**config.mk**
```make
export PLATFORM = sky130hd
export DESIGN_NAME = ebml_element_serializer
export DESIGN_NICKNAME = d
export VERILOG_FILES = /design/src/rtl/core/ebml_pkg.sv /design/src/rtl/core/ebml_front.sv /design/src/rtl/core/ebml_plan_q.sv /design/src/rtl/core/ebml_back.sv /design/src/rtl/core/ebml_element_serializer.sv
export SDC_FILE = /design/constraint.sdc
export NUM_CORES = 1
export LEC_CHECK = 0
export ABC_CLOCK_PERIOD_IN_PS = 13550
export BUFFER_PORTS_ARGS = -buffer_cell sky130_fd_sc_hd__buf_2
export CORE_MARGIN = 5
export CORE_UTILIZATION = 44
export CTS_CLUSTER_DIAMETER = 100
export DETAILED_ROUTE_END_ITERATION = 8
export GPL_TIMING_DRIVEN = 0
export SYNTH_ARGS = -nofsm -noshare
export SYNTH_HDL_FRONTEND = slang
export SYNTH_SLANG_ARGS = --single-unit
```
**constraint.sdc**
```tcl
create_clock -name clk -period 13.55 [get_ports clk]
set_input_delay 4.065 -clock clk [delete_from_list [all_inputs] [get_ports clk]]
set_output_delay 4.065 -clock clk [all_outputs]
set_load 0.03 [all_outputs]
```
**src/rtl/core/ebml_pkg.sv**
```systemverilog
// Shared types, constants and encoding functions for the EBML element serializer.
// No dependencies; every other file in rtl/core refers to it by scoped names.
`default_nettype none

package ebml_pkg;

    // Request operations
    typedef enum logic [1:0] {
        OP_UINT   = 2'd0,
        OP_HEADER = 2'd1,
        OP_FLOAT  = 2'd2,
        OP_BLOCK  = 2'd3
    } op_t;

    localparam int MAX_TRACKS_DEFAULT = 64;
    localparam int NUM_SEGS           = 4;
    localparam int PLAN_DEPTH         = 2;

    localparam logic [7:0]  BLOCK_ID      = 8'hA3;
    localparam logic [7:0]  FLOAT_SIZE    = 8'h84;
    localparam logic [7:0]  VINT1_MARK    = 8'h80;
    localparam logic [31:0] BLOCK_SIZE_MAX = 32'hFFFF_FFFB;
    localparam logic [31:0] BLOCK_HDR_LEN = 32'd4;

    // One run of bytes, sent from byte len-1 down to byte 0 of data
    typedef struct packed {
        logic [63:0] data;
        logic [3:0]  len;
    } seg_t;

    // Classified request: ID, size vint, track vint, tail bytes
    typedef struct packed {
        seg_t [NUM_SEGS-1:0] seg;
        logic                err;
    } plan_t;

    localparam logic [1:0] SEG_ID    = 2'd0;
    localparam logic [1:0] SEG_SIZE  = 2'd1;
    localparam logic [1:0] SEG_TRACK = 2'd2;
    localparam logic [1:0] SEG_TAIL  = 2'd3;

    // Element ID with leading zero bytes trimmed (zero ID is one 0x00 byte)
    function automatic seg_t id_enc(input logic [31:0] id);
        seg_t s;
        s.data = {32'd0, id};
        if (id[31:24] != 8'd0)
        begin
            s.len = 4'd4;
        end
        else if (id[23:16] != 8'd0)
        begin
            s.len = 4'd3;
        end
        else if (id[15:8] != 8'd0)
        begin
            s.len = 4'd2;
        end
        else
        begin
            s.len = 4'd1;
        end
        return s;
    endfunction

    // Size vint: shortest class whose all-ones value stays above v
    function automatic seg_t vint_enc(input logic [31:0] v);
        seg_t s;
        if (v < 32'h0000_007F)
        begin
            s.data = {56'd0, VINT1_MARK | v[7:0]};
            s.len  = 4'd1;
        end
        else if (v < 32'h0000_3FFF)
        begin
            s.data = {48'd0, 16'h4000 | v[15:0]};
            s.len  = 4'd2;
        end
        else if (v < 32'h001F_FFFF)
        begin
            s.data = {40'd0, 24'h20_0000 | v[23:0]};
            s.len  = 4'd3;
        end
        else if (v < 32'h0FFF_FFFF)
        begin
            s.data = {32'd0, 32'h1000_0000 | v};
            s.len  = 4'd4;
        end
        else
        begin
            s.data = {24'd0, 8'h08, v};
            s.len  = 4'd5;
        end
        return s;
    endfunction

endpackage

`default_nettype wire

```
**src/rtl/core/ebml_front.sv**
```systemverilog
// Front end: num_tracks register and request classification into a byte plan.
// Depends on ebml_pkg.
`default_nettype none

module ebml_front #(
    parameter int MAX_TRACKS = ebml_pkg::MAX_TRACKS_DEFAULT
) (
    input  wire logic               clk,
    input  wire logic               rst_n,
    input  wire logic               cfg_we,
    input  wire logic [5:0]         cfg_wdata,
    input  wire logic [1:0]         op,
    input  wire logic [31:0]        elem_id,
    input  wire logic [31:0]        elem_size,
    input  wire logic [63:0]        value,
    input  wire logic [7:0]         track,
    input  wire logic signed [15:0] block_delta,
    input  wire logic               key_frame,
    input  wire logic               skippable_flag,
    output ebml_pkg::plan_t         plan
);

    localparam logic [8:0] TRACK_LIMIT = 9'(MAX_TRACKS);

    logic [5:0]      num_tracks_reg;
    logic [3:0]      vlen;
    logic            bad_block;
    ebml_pkg::seg_t  id_seg;

    // Config register
    always_ff @(posedge clk or negedge rst_n)
    begin
        if (!rst_n)
        begin
            num_tracks_reg <= 6'd1;
        end
        else if (cfg_we)
        begin
            num_tracks_reg <= cfg_wdata;
        end
    end

    // Minimal byte count of the uint value
    always_comb
    begin
        vlen = 4'd1;
        for (int k = 1; k < 8; k++)
        begin
            if (value[8*k +: 8] != 8'd0)
            begin
                vlen = 4'(k + 1);
            end
        end
    end

    assign id_seg = ebml_pkg::id_enc(elem_id);

    // Block request checks: track range and size overflow
    assign bad_block = (track == 8'd0) || (track > {2'd0, num_tracks_reg}) ||
                       ({1'b0, track} >= TRACK_LIMIT) ||
                       (elem_size > ebml_pkg::BLOCK_SIZE_MAX);

    // Classify
    always_comb
    begin
        plan = '0;
        unique case (ebml_pkg::op_t'(op))
            ebml_pkg::OP_UINT:
            begin
                plan.seg[ebml_pkg::SEG_ID]        = id_seg;
                plan.seg[ebml_pkg::SEG_SIZE].data = {56'd0, ebml_pkg::VINT1_MARK | {4'd0, vlen}};
                plan.seg[ebml_pkg::SEG_SIZE].len  = 4'd1;
                plan.seg[ebml_pkg::SEG_TAIL].data = value;
                plan.seg[ebml_pkg::SEG_TAIL].len  = vlen;
            end
            ebml_pkg::OP_HEADER:
            begin
                plan.seg[ebml_pkg::SEG_ID]   = id_seg;
                plan.seg[ebml_pkg::SEG_SIZE] = ebml_pkg::vint_enc(elem_size);
            end
            ebml_pkg::OP_FLOAT:
            begin
                plan.seg[ebml_pkg::SEG_ID]        = id_seg;
                plan.seg[ebml_pkg::SEG_SIZE].data = {56'd0, ebml_pkg::FLOAT_SIZE};
                plan.seg[ebml_pkg::SEG_SIZE].len  = 4'd1;
                plan.seg[ebml_pkg::SEG_TAIL].data = {32'd0, value[31:0]};
                plan.seg[ebml_pkg::SEG_TAIL].len  = 4'd4;
            end
            ebml_pkg::OP_BLOCK:
            begin
                if (bad_block)
                begin
                    // single zero byte flagged as error
                    plan.seg[ebml_pkg::SEG_ID].len = 4'd1;
                    plan.err                       = 1'b1;
                end
                else
                begin
                    plan.seg[ebml_pkg::SEG_ID].data  = {56'd0, ebml_pkg::BLOCK_ID};
                    plan.seg[ebml_pkg::SEG_ID].len   = 4'd1;
                    plan.seg[ebml_pkg::SEG_SIZE]     =
                        ebml_pkg::vint_enc(32'(elem_size + ebml_pkg::BLOCK_HDR_LEN));
                    plan.seg[ebml_pkg::SEG_TRACK]    = ebml_pkg::vint_enc({24'd0, track});
                    plan.seg[ebml_pkg::SEG_TAIL].data =
                        {40'd0, block_delta, key_frame, 6'd0, skippable_flag};
                    plan.seg[ebml_pkg::SEG_TAIL].len = 4'd3;
                end
            end
            default:
            begin
                plan = '0;
            end
        endcase
    end

endmodule

`default_nettype wire

```
**src/rtl/core/ebml_plan_q.sv**
```systemverilog
// Short queue of classified plans between front end and serializer.
// Depends on ebml_pkg.
`default_nettype none

module ebml_plan_q (
    input  wire logic             clk,
    input  wire logic             rst_n,
    input  wire logic             wr_en,
    input  wire ebml_pkg::plan_t  wr_plan,
    output logic                  q_full,
    output logic                  q_empty,
    input  wire logic             rd_en,
    output ebml_pkg::plan_t       rd_plan
);

    localparam int DEPTH = ebml_pkg::PLAN_DEPTH;
    localparam int PTR_W = (DEPTH > 1) ? $clog2(DEPTH) : 1;
    localparam int CNT_W = $clog2(DEPTH + 1);

    ebml_pkg::plan_t     mem_reg [DEPTH];
    logic [PTR_W-1:0]    wr_ptr_reg;
    logic [PTR_W-1:0]    rd_ptr_reg;
    logic [CNT_W-1:0]    count_reg;
    logic                do_wr;
    logic                do_rd;

    assign q_full  = (count_reg == CNT_W'(DEPTH));
    assign q_empty = (count_reg == '0);
    assign do_wr   = wr_en && !q_full;
    assign do_rd   = rd_en && !q_empty;
    assign rd_plan = mem_reg[rd_ptr_reg];

    // Storage
    always_ff @(posedge clk)
    begin
        if (do_wr)
        begin
            mem_reg[wr_ptr_reg] <= wr_plan;
        end
    end

    // Pointers and fill count
    always_ff @(posedge clk or negedge rst_n)
    begin
        if (!rst_n)
        begin
            wr_ptr_reg <= '0;
            rd_ptr_reg <= '0;
            count_reg  <= '0;
        end
        else
        begin
            if (do_wr)
            begin
                wr_ptr_reg <= (wr_ptr_reg == PTR_W'(DEPTH - 1)) ? '0 : PTR_W'(wr_ptr_reg + 1'b1);
            end
            if (do_rd)
            begin
                rd_ptr_reg <= (rd_ptr_reg == PTR_W'(DEPTH - 1)) ? '0 : PTR_W'(rd_ptr_reg + 1'b1);
            end
            if (do_wr && !do_rd)
            begin
                count_reg <= CNT_W'(count_reg + 1'b1);
            end
            else if (do_rd && !do_wr)
            begin
                count_reg <= CNT_W'(count_reg - 1'b1);
            end
        end
    end

endmodule

`default_nettype wire

```
**src/rtl/core/ebml_back.sv**
```systemverilog
// Back end: walks the head plan segment by segment, one byte per cycle while the
// output register is empty or being popped, into an output register. Depends on ebml_pkg.
`default_nettype none

module ebml_back (
    input  wire logic             clk,
    input  wire logic             rst_n,
    input  wire logic             plan_valid,
    input  wire ebml_pkg::plan_t  plan,
    output logic                  plan_done,
    output logic                  empty,
    input  wire logic             pop,
    output logic [7:0]            out_byte,
    output logic                  last,
    output logic                  error
);

    logic [1:0]      seg_reg;
    logic [1:0]      seg_next;
    logic [2:0]      pos_reg;
    logic [2:0]      pos_next;
    logic            ov_reg;
    logic [7:0]      ob_reg;
    logic            ol_reg;
    logic            oe_reg;

    ebml_pkg::seg_t  cur;
    logic [2:0]      idx;
    logic            seg_end;
    logic            have_next;
    logic [1:0]      nxt_seg;
    logic            emit;
    logic            is_last;

    assign cur     = plan.seg[seg_reg];
    assign idx     = 3'(cur.len - 4'd1 - {1'b0, pos_reg});
    assign seg_end = ({1'b0, pos_reg} == 4'(cur.len - 4'd1));
    assign emit    = plan_valid && (!ov_reg || pop);

    // Next non-empty segment after the current one
    always_comb
    begin
        have_next = 1'b0;
        nxt_seg   = seg_reg;
        for (int s = ebml_pkg::NUM_SEGS - 1; s > 0; s--)
        begin
            if ((2'(s) > seg_reg) && (plan.seg[s].len != 4'd0))
            begin
                have_next = 1'b1;
                nxt_seg   = 2'(s);
            end
        end
    end

    assign is_last   = seg_end && !have_next;
    assign plan_done = emit && is_last;

    // Cursor update
    always_comb
    begin
        seg_next = seg_reg;
        pos_next = pos_reg;
        if (emit)
        begin
            if (is_last)
            begin
                seg_next = ebml_pkg::SEG_ID;
                pos_next = 3'd0;
            end
            else if (seg_end)
            begin
                seg_next = nxt_seg;
                pos_next = 3'd0;
            end
            else
            begin
                pos_next = 3'(pos_reg + 3'd1);
            end
        end
    end

    always_ff @(posedge clk or negedge rst_n)
    begin
        if (!rst_n)
        begin
            seg_reg <= ebml_pkg::SEG_ID;
            pos_reg <= 3'd0;
            ov_reg  <= 1'b0;
        end
        else
        begin
            seg_reg <= seg_next;
            pos_reg <= pos_next;
            ov_reg  <= emit || (ov_reg && !pop);
        end
    end

    // Output register payload
    always_ff @(posedge clk)
    begin
        if (emit)
        begin
            ob_reg <= cur.data[8*idx +: 8];
            ol_reg <= is_last;
            oe_reg <= plan.err;
        end
    end

    assign empty    = !ov_reg;
    assign out_byte = ob_reg;
    assign last     = ol_reg;
    assign error    = oe_reg;

endmodule

`default_nettype wire

```
**src/rtl/core/ebml_element_serializer.sv**
```systemverilog
// EBML element serializer: a request comes in on a push/full queue port, and
// its encoded bytes leave on an empty/pop queue port, one per cycle while pop
// is held, last marking the final byte and error marking a rejected block
// request (a single zero byte). A request has 1 to 13 bytes. A new request
// is accepted every cycle while the 2-entry plan queue has room, so
// classification overlaps output. The declared track count is written
// through cfg_we/cfg_wdata; the user must write it only while the block is
// idle, which the block itself does not enforce.
// Depends on ebml_pkg, ebml_front, ebml_plan_q and ebml_back.
`default_nettype none

module ebml_element_serializer #(
    parameter int MAX_TRACKS = ebml_pkg::MAX_TRACKS_DEFAULT
) (
    input  wire logic               clk,
    input  wire logic               rst_n,
    input  wire logic               cfg_we,
    input  wire logic [5:0]         cfg_wdata,
    input  wire logic               push,
    output logic                    full,
    input  wire logic [1:0]         op,
    input  wire logic [31:0]        elem_id,
    input  wire logic [31:0]        elem_size,
    input  wire logic [63:0]        value,
    input  wire logic [7:0]         track,
    input  wire logic signed [15:0] block_delta,
    input  wire logic               key_frame,
    input  wire logic               skippable_flag,
    output logic                    empty,
    input  wire logic               pop,
    output logic [7:0]              out_byte,
    output logic                    last,
    output logic                    error
);

    ebml_pkg::plan_t front_plan;
    ebml_pkg::plan_t head_plan;
    logic            q_empty;
    logic            plan_done;

    // Classification
    ebml_front #(
        .MAX_TRACKS (MAX_TRACKS)
    ) u_front (
        .clk            (clk),
        .rst_n          (rst_n),
        .cfg_we         (cfg_we),
        .cfg_wdata      (cfg_wdata),
        .op             (op),
        .elem_id        (elem_id),
        .elem_size      (elem_size),
        .value          (value),
        .track          (track),
        .block_delta    (block_delta),
        .key_frame      (key_frame),
        .skippable_flag (skippable_flag),
        .plan           (front_plan)
    );

    // Plan queue
    ebml_plan_q u_plan_q (
        .clk     (clk),
        .rst_n   (rst_n),
        .wr_en   (push),
        .wr_plan (front_plan),
        .q_full  (full),
        .q_empty (q_empty),
        .rd_en   (plan_done),
        .rd_plan (head_plan)
    );

    // Byte serializer
    ebml_back u_back (
        .clk        (clk),
        .rst_n      (rst_n),
        .plan_valid (!q_empty),
        .plan       (head_plan),
        .plan_done  (plan_done),
        .empty      (empty),
        .pop        (pop),
        .out_byte   (out_byte),
        .last       (last),
        .error      (error)
    );

endmodule

`default_nettype wire

```
* Word-level counts from Yosys, hierarchy flattened
Memory sizes are Yosys's and may differ from the RTL's. Index checks and enable logic that the tools add are counted.
Word-level totals: register bits after elaboration 26, memory bits (writable) 546, bits of input ports 167, output and inout bits 12, logic and storage cells 127, memories kept 1
Cells by class: add/subtract/negate cells 8, magnitude comparators 16, eq/ne operators 5, shifts and indexed selects 1, mux-type cells 43, reductions and logical operators 43
Memories:
- u_plan_q.mem_reg | depth 2, bits a word 273, read ports 1, clocked after memory_dff 0, wr ports 1, RTL line ebml_plan_q.sv:20 | ebml_pkg::plan_t mem_reg [DEPTH];
Operator list (count):
- $mux W68 | 8
- $pmux W136 S4 | 1
- $mux W228 | 1
- $pmux W68 S3 | 1
- $bmux W68 S2 | 1
- $mux W40 | 2
- $reduce_bool A8 Y1 | 10
- $lt A32 B14 Y1 const B | 2
- $lt A32 B21 Y1 const B | 2
- $lt A32 B28 Y1 const B | 2
- $lt A32 B7 Y1 const B | 2
- $shiftx A64 B7 Y8 | 1
- $add A32 B3 Y32 const B | 1
- $gt A32 B32 Y1 const B | 1
- $mux W4 | 6
- $mux W2 | 10
- $mux W19 | 1
- $reduce_bool A4 Y1 | 4
- $logic_and A1 B1 Y1 | 11
- $mux W1 | 9
- $mux W3 | 3
- $ge A8 B7 Y1 const B | 1
- $gt A8 B6 Y1 | 1
- $logic_not A8 Y1 | 1
- other kinds (18) | 34

* Longest topological paths before layout
An unclocked memory read counts as a cell.
word-level depth 13, gate-level depth with buffers 15, depth with buffers taken out 13

* Cells and area by module
From an unflattened synthesis, not the netlist that was laid out.
Unflattened totals: cell total of the unflattened synthesis 1784, area, all modules 27704.1 sq um
Modules (own cells, without submodules):
- ebml_plan_q | times used 1, cells an instance 868, area an instance 19997.9 sq um, sequential area each 16495.8 sq um
- ebml_front | times used 1, cells an instance 720, area an instance 4712.0 sq um, sequential area each 151.4 sq um
- ebml_back | times used 1, cells an instance 195, area an instance 2990.4 sq um, sequential area each 450.4 sq um
- ebml_element_serializer | times used 1, cells an instance 1, area an instance 3.8 sq um, sequential area each 0.0 sq um

* Least setup slack after synthesis
OpenSTA, ideal clock, no wires.
path type in2reg, start point in push, end point mem u_plan_q.mem_reg[0][0] (netlist name) (enable), arrival time 10.381 ns, data required time 12.889 ns, setup slack 2.508 ns, stages on the path 2, path buffers 0, cell sequence nand2_1 nor2_1
On the way: word-level cells in the longest chain between the ends 3
Ends and longest elaborated chain:
- start: declaration | RTL line ebml_element_serializer.sv:19 | input wire logic push,
- $logic_and A1 B1 Y1 | RTL line ebml_plan_q.sv:29 | assign do_wr = wr_en && !q_full;
- $mux W1 | RTL line ebml_plan_q.sv:36 | if (do_wr)
- $mux W1 (not written as such) | RTL line ebml_plan_q.sv:38 | mem_reg[wr_ptr_reg] <= wr_plan;
- end: declaration | RTL line ebml_plan_q.sv:20
Every way passes these cells.

==> results_dict.tcl <==
set metrics [dict create \
    cts-resized-gates 0 \
    timing.rr.end "u_back.out_byte[2]" \
    whs_ps 497 \
    netlist_area_um2 16100 \
    avgSynthCellArea_um2 13.2 \
    dominantRegCellSynth "edfxtp_1" \
    drive_above_1_share 0.240 \
    grt_pass1_vias 11300 \
    syn_to_final_growth_pct 16.9 \
    outcome "finished, final reports clean" \
    synth_top_area_frac 0.580 \
    skew_ps 17.9 \
    hold_start "u_back.ov_reg" \
    max-vdd-ir-drop_v 0.000149 \
    muxShareOfSynthArea 0.116 \
    synth_area_leaders "edfxtp_1 (58%), mux4_2 (8.6%), and2_1 (2.9%), nand2_1 (2.4%), dfrtp_1 (2.3%)" \
    synthArstFlopShare 0.0491 \
    critPathKind "input pin to flip-flop" \
    synth_edf_count 310 \
    cp.arrival_ps 7760 \
    via_per_inst 5.85 \
    timing.final.crit_share 0.558 \
    period_needed_ps 7560 \
    synth-simple-area-share 0.143 \
    cts_setup_buffers 0 \
    clock_path_buffers 3 \
    start_kind "input pin" \
    fin_area_um2 18800 \
    antenna_left 0 \
    num_rows 70 \
    grt_overflow 0 \
    grt_max_degree 51 \
    num_vias 11200 \
    postLayoutCoreUtil 0.516 \
    dp_hpwl_um 36500 \
    min_to "u_back.ov_reg" \
    worstMarginPinSlew_ps 1060 \
    maxCapViolCount 0 \
    ios 179 \
    cts_root_buf "clkbuf_16" \
    ys_types 81 \
    initial_core_util 0.442 \
    die-area_um2 40400 \
    placed_area_um2 17700 \
    p_leak_nw 6.70 \
    rsz0062_at_grt "no" \
    synth_compound_area_frac 0.0848 \
    largest_reg_flops 300 \
    dp_slack_ps 5440 \
    p_per_area_nw_per_um2 224 \
    r2r-start "u_plan_q.rd_ptr_reg" \
    synth_cells 1214 \
    fmax_mhz 132 \
    clk_pin_slew_worst_paths_ps 70 \
    postCtsHoldBufs 0 \
    critPathRequiredTime_ps 13750 \
    antenna_found_initial 0 \
    totalWireLength_um 48000 \
    synth_fa_ha_area_frac 0.0129 \
    finalPower_mw 4.20 \
    insertion_delay_ps 560 \
    path_max_fanout 11 \
    htreeDepth 1 \
    rrSetupSlack_ps 9170 \
    yosys.area_share.xor_xnor 0.00764 \
    maxSlewViolCount 0 \
    nNetsFinal 1608 \
    grt_use_total 0.232 \
    cts_tree "done" \
    maxSlewHeadroom 0.288 \
    holdCritPathClass "flip-flop to flip-flop" \
    synth_top_family_by_area "simple AND/OR/NAND/NOR gates" \
    finalHoldViolCount 0 \
    critPathCaptureType "flip-flop" \
    cts_made_buffers 31 \
    drt_iter0_markers 1287 \
    routedWlPerCell_um 25.1 \
    fillers 3116 \
    die_w_um 201 \
    fin_ws_ps 5990 \
    setup_violations 0 \
    rr_worst_depth 12 \
    diodes 0 \
    coreArea_um2 36300 \
    post-route-drc-count 0 \
    ys_warn_count 0 \
    grt_pass1_wl_um 71300 \
    firstDrtPassIters 6 \
    cts_sinks 326 \
    ys_seq_area_frac 0.605 \
    die-height_um 201 \
    holdPathStages 2 \
    io_buffers 166 \
    yosys.area.top_type "edfxtp_1" \
    gp_congestion 0.915 \
    ys_ff_latch 326 \
]
-- area by class of cell --
cell class                      count  area (µm²)  share of cell area
Sequential cell                   326        9710               0.518
Inverter                           45         169             0.00900
Timing Repair Buffer              175        1040              0.0555
Clock inverter                     16         234              0.0125
Tap cell                          468         586              0.0312
Buffer                             76         320              0.0171
Multi-Input combinational cell    770        5880               0.313
Clock buffer                       39         826              0.0440
-- logic make-up after synthesis --
group,count (synthesis)
DFF,326
xor gates and xnor gates,14
AOI/OAI and AO/OA,209
other,1
adders and majority gates,16
and+or+nand+nor,419
buffers and inverters,121
muxes,108
-- cells in the final DEF (no fill, tap or decap), types with 15 or more instances in the layout --
| master | count |
|---|---|
| nor4_1 | 28 |
| clkbuf_1 | 53 |
| a31oi_1 | 24 |
| nand3_1 | 27 |
| nor3_1 | 32 |
| mux2i_1 | 30 |
| mux2_2 | 17 |
| and2_1 | 74 |
| nand4_1 | 17 |
| inv_1 | 43 |
| mux4_2 | 61 |
| edfxtp_1 | 310 |
| o21ai_0 | 67 |
| ha_1 | 15 |
| nor2b_1 | 22 |
| clkbuf_16 | 31 |
| dfrtp_1 | 15 |
| nand2_1 | 103 |
| buf_2 | 187 |
| nor2_1 | 54 |
| a21oi_1 | 28 |
-- report_power, final --
part	switching [mW]	internal (mW)	total, mW
Sequential	0.0720	1.43	1.50
Combinational	1.14	0.659	1.79
Clock	0.364	0.543	0.907
-- cells in the mapped netlist, types with 5 or more instances --
master    instances
nor4_1           28
and3_1           12
a211o_1           5
nor3_1           32
inv_1            43
ha_1             15
a21boi_0          5
nand4_1          17
o21ai_0          67
xor2_1            5
or4_1            11
nor2b_1          22
a21oi_1          28
edfxtp_1        310
nand3b_1          5
nand2b_1          6
nor2_1           55
a21o_1            7
nand3_1          27
mux2_2           17
a211oi_1         11
nand2_1         103
a31oi_1          24
mux2i_1          30
buf_2            21
xnor2_1           9
o211ai_1          6
mux4_2           61
a221oi_1          6
buf_1             5
or3_1             5
clkbuf_1         47
dfrtp_1          15
and2_1           74
-- worst max-delay path, cell delays in order --
cell and delay (ps):
buf_2 200, ha_1 370, nand4_2 280, or4_1 580
buf_2 220, nor3_2 430, o2111ai_1 280, nand4b_2 300
inv_2 150, clkbuf_1 460, nand2_1 180, o21ai_0 240
-- metal layers --
layer | global-route usage | share of wire | vias up
li1 | - | - | 5092
met1 | 0.326 | 0.42 | 5581
met3 | 0.0357 | 0.075 | 59
met5 | 0 | 0 | -
met2 | 0.388 | 0.49 | 480
met4 | 0.0516 | 0.021 | 0
-- worst max path at each step --
| stage | startpoint | end | slack, ps |
|---|---|---|---|
| 2_1_floorplan | push | u_plan_q.mem_reg[0][0] | 2510 |
| 5_1_grt | elem_size[3] | u_plan_q.mem_reg[1][218] | 5830 |
| 3_5_place_dp | elem_size[3] | u_plan_q.mem_reg[0][218] | 5440 |
| 4_1_cts | elem_size[3] | u_plan_q.mem_reg[1][218] | 6020 |
| 6_report | elem_size[3] | u_plan_q.mem_reg[1][218] | 5990 |
| 3_3_place_gp | push | u_plan_q.mem_reg[0][230] | -1530 |
-- stage by stage --
step | setup TNS, ps | cells
after floorplan | 0 | 1217
after global placement | -227900 | 1851
after detailed placement | 0 | 1860
after CTS | 0 | 1915
after global routing | 0 | 1915
final | 0 | 1915
(Power assumes the default switching activity.)
